===== src/assert_macros.svh =====
// ----------------------------------------------------------------------------
// Assertion macros
// Shared concurrent assertion helpers; compiled out for synthesis.
// ----------------------------------------------------------------------------
`ifndef ASSERT_MACROS_SVH
`define ASSERT_MACROS_SVH

`ifndef SYNTHESIS

// Check that a property holds at every rising clock edge outside reset.
`define ASSERT_PROP(lbl, clk, rst, prop, msg) \
   lbl: assert property (@(posedge clk) disable iff (rst) (prop)) else $error(msg);

// Check that a condition never holds at a rising clock edge outside reset.
`define ASSERT_NEVER(lbl, clk, rst, cond, msg) \
   lbl: assert property (@(posedge clk) disable iff (rst) !(cond)) else $error(msg);

`else

`define ASSERT_PROP(lbl, clk, rst, prop, msg)
`define ASSERT_NEVER(lbl, clk, rst, cond, msg)

`endif

`endif


===== src/ll1tpe_pkg.sv =====
// ----------------------------------------------------------------------------
// LL(1) parse engine package
// Field widths, codes and the types passed between front, back and result queue.
// ----------------------------------------------------------------------------
package ll1tpe_pkg;

   localparam int SYM_W       = 5;
   localparam int KIND_W      = 2;
   localparam int ACT_W       = 3;
   localparam int CNT_W       = 3;
   localparam int VERD_W      = 2;
   localparam int CAUSE_W     = 3;
   localparam int DEPTH_W     = 7;
   localparam int LIMIT_W     = 12;
   localparam int CSR_IDX_W   = 2;
   localparam int CSR_DATA_W  = 12;
   localparam int ENTRY_SLOTS = 4;
   localparam int OP_W        = 2;

   // Item kinds
   localparam logic [KIND_W-1:0] KIND_TWRITE = 2'd0;
   localparam logic [KIND_W-1:0] KIND_START  = 2'd1;
   localparam logic [KIND_W-1:0] KIND_SYMBOL = 2'd2;

   // Table actions
   localparam logic [ACT_W-1:0] ACT_REJECT      = 3'd0;
   localparam logic [ACT_W-1:0] ACT_ACCEPT      = 3'd1;
   localparam logic [ACT_W-1:0] ACT_POP_RETAIN  = 3'd2;
   localparam logic [ACT_W-1:0] ACT_POP_ADVANCE = 3'd3;
   localparam logic [ACT_W-1:0] ACT_REPLACE     = 3'd4;

   // Verdicts
   localparam logic [VERD_W-1:0] VERD_PARSING = 2'd0;
   localparam logic [VERD_W-1:0] VERD_ACCEPT  = 2'd1;
   localparam logic [VERD_W-1:0] VERD_REJECT  = 2'd2;

   // Reject causes
   localparam logic [CAUSE_W-1:0] CAUSE_NONE      = 3'd0;
   localparam logic [CAUSE_W-1:0] CAUSE_TABLE     = 3'd1;
   localparam logic [CAUSE_W-1:0] CAUSE_OVERFLOW  = 3'd2;
   localparam logic [CAUSE_W-1:0] CAUSE_UNDERFLOW = 3'd3;
   localparam logic [CAUSE_W-1:0] CAUSE_STEPS     = 3'd4;

   // Configuration register indexes and reset values
   localparam logic [CSR_IDX_W-1:0] CSR_BOTTOM = 2'd0;
   localparam logic [CSR_IDX_W-1:0] CSR_START  = 2'd1;
   localparam logic [CSR_IDX_W-1:0] CSR_LIMIT  = 2'd2;

   localparam logic [SYM_W-1:0]   RST_BOTTOM = 5'd0;
   localparam logic [SYM_W-1:0]   RST_START  = 5'd1;
   localparam logic [LIMIT_W-1:0] RST_LIMIT  = 12'd1024;

   // Commands handed from front to back
   localparam logic [OP_W-1:0] OP_NOP    = 2'd0;
   localparam logic [OP_W-1:0] OP_TWRITE = 2'd1;
   localparam logic [OP_W-1:0] OP_START  = 2'd2;
   localparam logic [OP_W-1:0] OP_SYMBOL = 2'd3;

   typedef logic [SYM_W-1:0] sym_type;

   typedef struct packed {
      logic [ACT_W-1:0]           act;
      logic [CNT_W-1:0]           cnt;
      sym_type [ENTRY_SLOTS-1:0]  syms;
   } entry_type;

   typedef struct packed {
      logic [OP_W-1:0] op;
      sym_type         top;
      sym_type         look;
      logic            look_ok;
      entry_type       entry;
   } cmd_type;

   typedef struct packed {
      logic    valid;
      cmd_type cmd;
   } cmd_beat_type;

   typedef struct packed {
      logic [VERD_W-1:0]  verdict;
      logic [CAUSE_W-1:0] cause;
      logic [DEPTH_W-1:0] depth;
   } rsp_type;

   typedef struct packed {
      logic    valid;
      rsp_type rsp;
   } rsp_beat_type;

endpackage


===== src/ll1tpe_rsp_queue.sv =====
// ----------------------------------------------------------------------------
// LL(1) parse engine result queue
// Two-entry queue that holds result beats until the consumer pops them.
// ----------------------------------------------------------------------------
module ll1tpe_rsp_queue import ll1tpe_pkg::*; (
   input  logic          clock,
   input  logic          reset,
   input  rsp_beat_type  rsp_in,
   output logic          full,
   output logic          rsp_empty,
   input  logic          rsp_pop,
   output rsp_type       rsp_head
);

   rsp_type    q_ff [2];
   logic       wr_ptr_ff, wr_ptr_in;
   logic       rd_ptr_ff, rd_ptr_in;
   logic [1:0] count_ff, count_in;
   logic       pop_ok;

   assign full      = (count_ff == 2'd2);
   assign rsp_empty = (count_ff == 2'd0);
   assign pop_ok    = rsp_pop && !rsp_empty;
   assign rsp_head  = q_ff[rd_ptr_ff];

   always_comb begin
      wr_ptr_in = rsp_in.valid ? !wr_ptr_ff : wr_ptr_ff;
      rd_ptr_in = pop_ok ? !rd_ptr_ff : rd_ptr_ff;
      count_in  = count_ff;
      if (rsp_in.valid && !pop_ok) begin
         count_in = count_ff + 2'd1;
      end else if (!rsp_in.valid && pop_ok) begin
         count_in = count_ff - 2'd1;
      end
   end

   always_ff @(posedge clock) begin
      if (reset) begin
         wr_ptr_ff <= 1'b0;
         rd_ptr_ff <= 1'b0;
         count_ff  <= 2'd0;
      end else begin
         wr_ptr_ff <= wr_ptr_in;
         rd_ptr_ff <= rd_ptr_in;
         count_ff  <= count_in;
      end
   end

   always_ff @(posedge clock) begin
      if (rsp_in.valid) begin
         q_ff[wr_ptr_ff] <= rsp_in.rsp;
      end
   end

endmodule


===== config.mk =====
export PLATFORM = sky130hd
export DESIGN_NAME = ll1tpe_rsp_queue
export DESIGN_NICKNAME = d
export VERILOG_FILES = /design/src/assert_macros.svh /design/src/ll1tpe_pkg.sv /design/src/ll1tpe_rsp_queue.sv
export SDC_FILE = /design/constraint.sdc
export NUM_CORES = 1
export LEC_CHECK = 0
export ABC_CLOCK_PERIOD_IN_PS = 1500
export BUFFER_PORTS_ARGS = -buffer_cell sky130_fd_sc_hd__buf_4
export CORE_MARGIN = 4
export CORE_UTILIZATION = 44
export DETAILED_ROUTE_END_ITERATION = 12
export GPL_TIMING_DRIVEN = 0
export PLACE_DENSITY = 0.8
export RECOVER_POWER = 25
export SLEW_MARGIN = 20
export SYNTH_ARGS = -nofsm -noshare
export SYNTH_HDL_FRONTEND = slang
export SYNTH_SLANG_ARGS = --single-unit

===== constraint.sdc =====
create_clock -name clock -period 1.5 [get_ports clock]
set_clock_uncertainty 0.05 [all_clocks]
set_input_delay 0.3 -clock clock [delete_from_list [all_inputs] [get_ports clock]]
set_output_delay 0.3 -clock clock [all_outputs]
set_load 0.005 [all_outputs]

After elaboration in Yosys (flattened, before gate mapping)

Memories as Yosys holds them, arrays and structs flattened. A register that Yosys moved wholly into a read port is not among the register bits.
Cells that the tools add are included.

Add/subtract/negate cells: 2
Eq/ne operators: 1
Muxes and demuxes: 6
Reduce and logical (&&, ||, !) cells: 10

Operators by type and width:

| operator                                                           | count |
|---|---|
| 1-bit logical NOT                                                  | 5 |
| 1-bit 2-to-1 mux                                                   | 4 |
| 2-bit 2-to-1 mux                                                   | 2 |
| 1-bit logical AND                                                  | 3 |
| 2-bit by 1-bit adder with 2-bit output, second input constant      | 1 |
| 2-bit equality test, second input constant                         | 1 |
| 2-bit logical NOT                                                  | 1 |
| 2-bit nonzero test                                                 | 1 |
| 2-bit by 1-bit subtractor with 2-bit output, second input constant | 1 |

Register bits: 4
RAM bits: 24
Output and inout port bits: 14
Logic and storage cells: 23
Memories: 1

Memories:

| name | words | bits a word | rd ports | clocked after memory_dff | write ports | RTL line               | RTL |
|---|---|---|---|---|---|---|---|
| q_ff | 2     | 12          | 1        | 1                        | 1           | ll1tpe_rsp_queue.sv:15 | `rsp_type q_ff [2];` |

Depth between registers and ports, before layout

Depth in word-level cells: 6
Depth in mapped cells: 5

Worst setup path after synthesis

Ideal clock, no wire load.

Path kind: reg-to-reg
From: register count_ff[0]
To: register count_ff[1]
Arrival: 1333 ps
Data required time: 1380 ps
Setup slack: 47 ps
Stages on the path, launching flop included: 5
Period minus slack after synthesis: 1453 ps
Cell sequence: dfxtp_1 o21ai_0 ha_1 or3_1 a21oi_1

Cells in the longest elaborated chain, start to end: 6
Elaborated cells on any way between the ends: 11

Ends and longest elaborated chain:

| element                                                                             | RTL line               | RTL |
|---|---|---|
| from (decl)                                                                         | ll1tpe_rsp_queue.sv:18 | `logic [1:0] count_ff, count_in;` |
| from (signal assigned)                                                              | ll1tpe_rsp_queue.sv:45 | `count_ff <= count_in;` |
| branches (longest 6 deep; another with 2-bit by 1-bit subtractor with 2-bit output) | --                     |  |

Parallel ways; which one is timed is not known. The select of a mux whose other input is x is not followed.
A chain may end at the register's enable or synchronous reset.

==> results.yml <==
status:
  status: "finished with violations"
  violations: "negative setup slack"
critical_path:
  worst_r2r_endpoint: "count_ff[1]$_SDFFE_PP0P_"
  critPathBufInv: 2
  reg2reg_depth: 4
  reg2reg_slack_ns: 0.07
  cp_common_cell: "buf_6"
  arrival_ns: 1.25
  reg2reg_from: "count_ff[1]$_SDFFE_PP0P_"
  worstSetupStartpointType: "flop"
  path_cells: "buf_6 -> mux2_4 -> buf_6"
  cp.required_ns: 1.15
  worstSetupPathType: "reg2out"
  endpoint_kind: "output port"
  max_stage_delay_ns: 0.38
  critical_path.max_fanout: 5
  crit_slowest_cell: "dfxtp_4"
  critPathTopFamily: "flip-flops"
die:
  row_count: 17
  die_h_um: 57.31
  start_util: 0.4745
  ios: 30
  die_area_um2: 3284
  core_um2: 2255
  die_w_um: 57.31
route:
  routed_wl_um: 1811
  dr.pass1.iters: 2
  avgRoutedWirePerCell_um: 14.37
  vias_per_cell: 4.841
  drcViolationCount: 0
  final_antenna_net_count: 0
  drt_iter0_drc: 2
  vias: 610
clock_tree:
  cts_tree: "built"
  cts_max_path_buffers: 2
  cts_buffers: 5
  h-tree-depth: 2
  clock-sinks: 29
  clock_latency_ns: 0.32
  path_clk_slew_ns: 0.08
  ctsHoldBuffers: 0
  cts_root_buffer: "clkbuf_4"
global_routing:
  antenna_found_initial: 0
  grt_max_degree: 13
  grt_pass1_vias: 678
  grt_pass1_wl_um: 3022
  grt.total_usage: 0.1301
  grt_overflow: 0
cells_and_area:
  antennaDiodeCount: 0
  drive_gt1_frac: 0.5816
  stdcell_count: 126
  final_nets: 114
  fin_area_um2: 1520
  area_growth_pct: 42.11
yosys:
  synth_top_cell_by_area: "edfxtp_1"
  synth_seq_cells: 29
  synth.top_cell.area_share: 0.6737
  synth-simple-area-share: 0.04327
  synthTopCellsByArea: "edfxtp_1 67%, mux2_2 13%, dfxtp_1 9.4%"
  yosys_warnings: 0
  muxShareOfSynthArea: 0.1263
  syn_nets: 76
  synth.distinct_cells: 14
  synth_compound_area_frac: 0.01404
  yosysSeqAreaShare: 0.7673
  synthXorXnorAreaFrac: 0.03275
  synth_fa_ha_area_frac: 0.01170
  synth_top_family_by_area: "multiplexers"
  synth_cells: 59
  synth_area_per_cell_um2: 18.13
  synthesis.area_um2: 1070
min_path:
  hold_end: "q_ff[0][6]$_DFFE_PP_"
  min_from: "rsp_in[6]"
  holdPathStages: 1
  hold_path_class: "in2reg"
place:
  dp_hpwl_um: 1261
  post-place-cells: 116
  port_buffers: 29
  place_area_um2: 1323
  gp_congestion: 0.6825
sta:
  hold_viol: 0
  rsz0062_at_grt: "true"
  final_max_slew_viol_count: 0
  tightest_slew_ns: 0.6042
  fmax_mhz: 624.4
  final_min_period_over_clock_period: 1.068
  setup_viol: 12
  post-route-min-period_ns: 1.602
  fin_ws_ns: -0.1016
  setup_tns_ns: -1.047
  slew_headroom: 0.5954
power:
  powerDensity_nw_per_um2: 1556
  ir_drop_mv: 0.9086
  total_power_mw: 2.366
  leakage_nw: 0.6141
run:
  maxCapViolations: 0
kinds of logic (layout without fill, tap and decap cells):
kind of cell             after synthesis  in the layout
AND/OR/NAND/NOR                        9              9
flip-flops                            29             29
adder cells (fa/ha/maj)                1              1
AO/OA/AOI/OAI                          3              3
buffers and inverters                  1             40
XOR/XNOR                               4              4
multiplexers                          12             12
synth_stat cells (all sizes together):
library cell,n
xor2,3
or3,1
ha,1
dfxtp,5
and2b,1
buf,1
nor2b,1
and2,1
a21oi,1
xnor2,1
o21ai,2
mux2,12
edfxtp,24
nor2,5
cells in the final DEF (no fill, tap or decap), types with 2 or more instances in the layout:
cell type / n
nor2_1: 5
xor2_1: 3
clkbuf_4: 11
buf_6: 15
buf_4: 10
dfxtp_1: 2
clkbuf_8: 2
edfxtp_1: 24
dfxtp_2: 2
mux2_4: 12
flip-flops by register name, summed over array words and instances (netlist names), named ones only:
| signal | cells |
|---|---|
| count_ff | 2 |
| q_ff | 24 |
| rd_ptr_ff | 1 |
| wr_ptr_ff | 1 |
stage by stage:
stage / worst slack [ns] / util / hold WS (ns)
2_1_floorplan: 0.04701 / - / 0.3191
3_3_place_gp: -0.2029 / 0.5866 / 0.4356
3_5_place_dp: -0.1990 / 0.5866 / 0.4387
4_1_cts: -0.1266 / 0.6665 / 0.08666
5_1_grt: -0.1653 / 0.6743 / 0.08836
6_report: -0.1016 / 0.6743 / 0.1172
power breakdown:
group | total [mW] | internal [mW] | leakage, nW | switching (mW)
Sequential | 1.06 | 0.983 | 0.268 | 0.0751
Clock | 0.516 | 0.271 | 0.0413 | 0.245
Combinational | 0.792 | 0.515 | 0.305 | 0.277
routing by layer:
layer / track usage / part of all wire
met1: 0.1342 / 0.41
met2: 0.2170 / 0.49
met3: 0.07692 / 0.086
met4: 0.04967 / 0.018
met5: 0 / 0
worst max path at each step:
| stage | end | startpoint | slack, ns | cells after the start |
|---|---|---|---|---|
| floorplan | count_ff[1]$_SDFFE_PP0P_ | count_ff[0]$_SDFFE_PP0P_ | 0.05 | 4 |
| global placement | q_ff[0][9]$_DFFE_PP_ | rsp_in[12] | -0.20 | 2 |
| detailed placement | q_ff[0][8]$_DFFE_PP_ | rsp_in[12] | -0.20 | 2 |
| CTS | rsp_head[2] | flop | -0.13 | 3 |
| global route | rsp_head[11] | flop | -0.17 | 3 |
| finish | rsp_head[11] | flop | -0.10 | 3 |
repair_timing:
action,in CTS,in global routing
cloned,1,0
endpoints found under the hold margin,0,0
gates resized for setup,29,7
buffers inserted,1,0
pin swaps,0,0
endpoints found under the setup margin,25,14
area by class of cell:
class / instances / area (µm²)
flip-flops and latches: 29 / 827.0
fillers: 171 / 734.5
multi-input cells: 29 / 295.3
repair buffers: 31 / 281.5
clock buffers: 7 / 65.06
well taps: 28 / 35.03
plain buffers: 1 / 11.26
clock inverters: 1 / 5.005
Note: power is estimated with default switching activity, not from simulation.
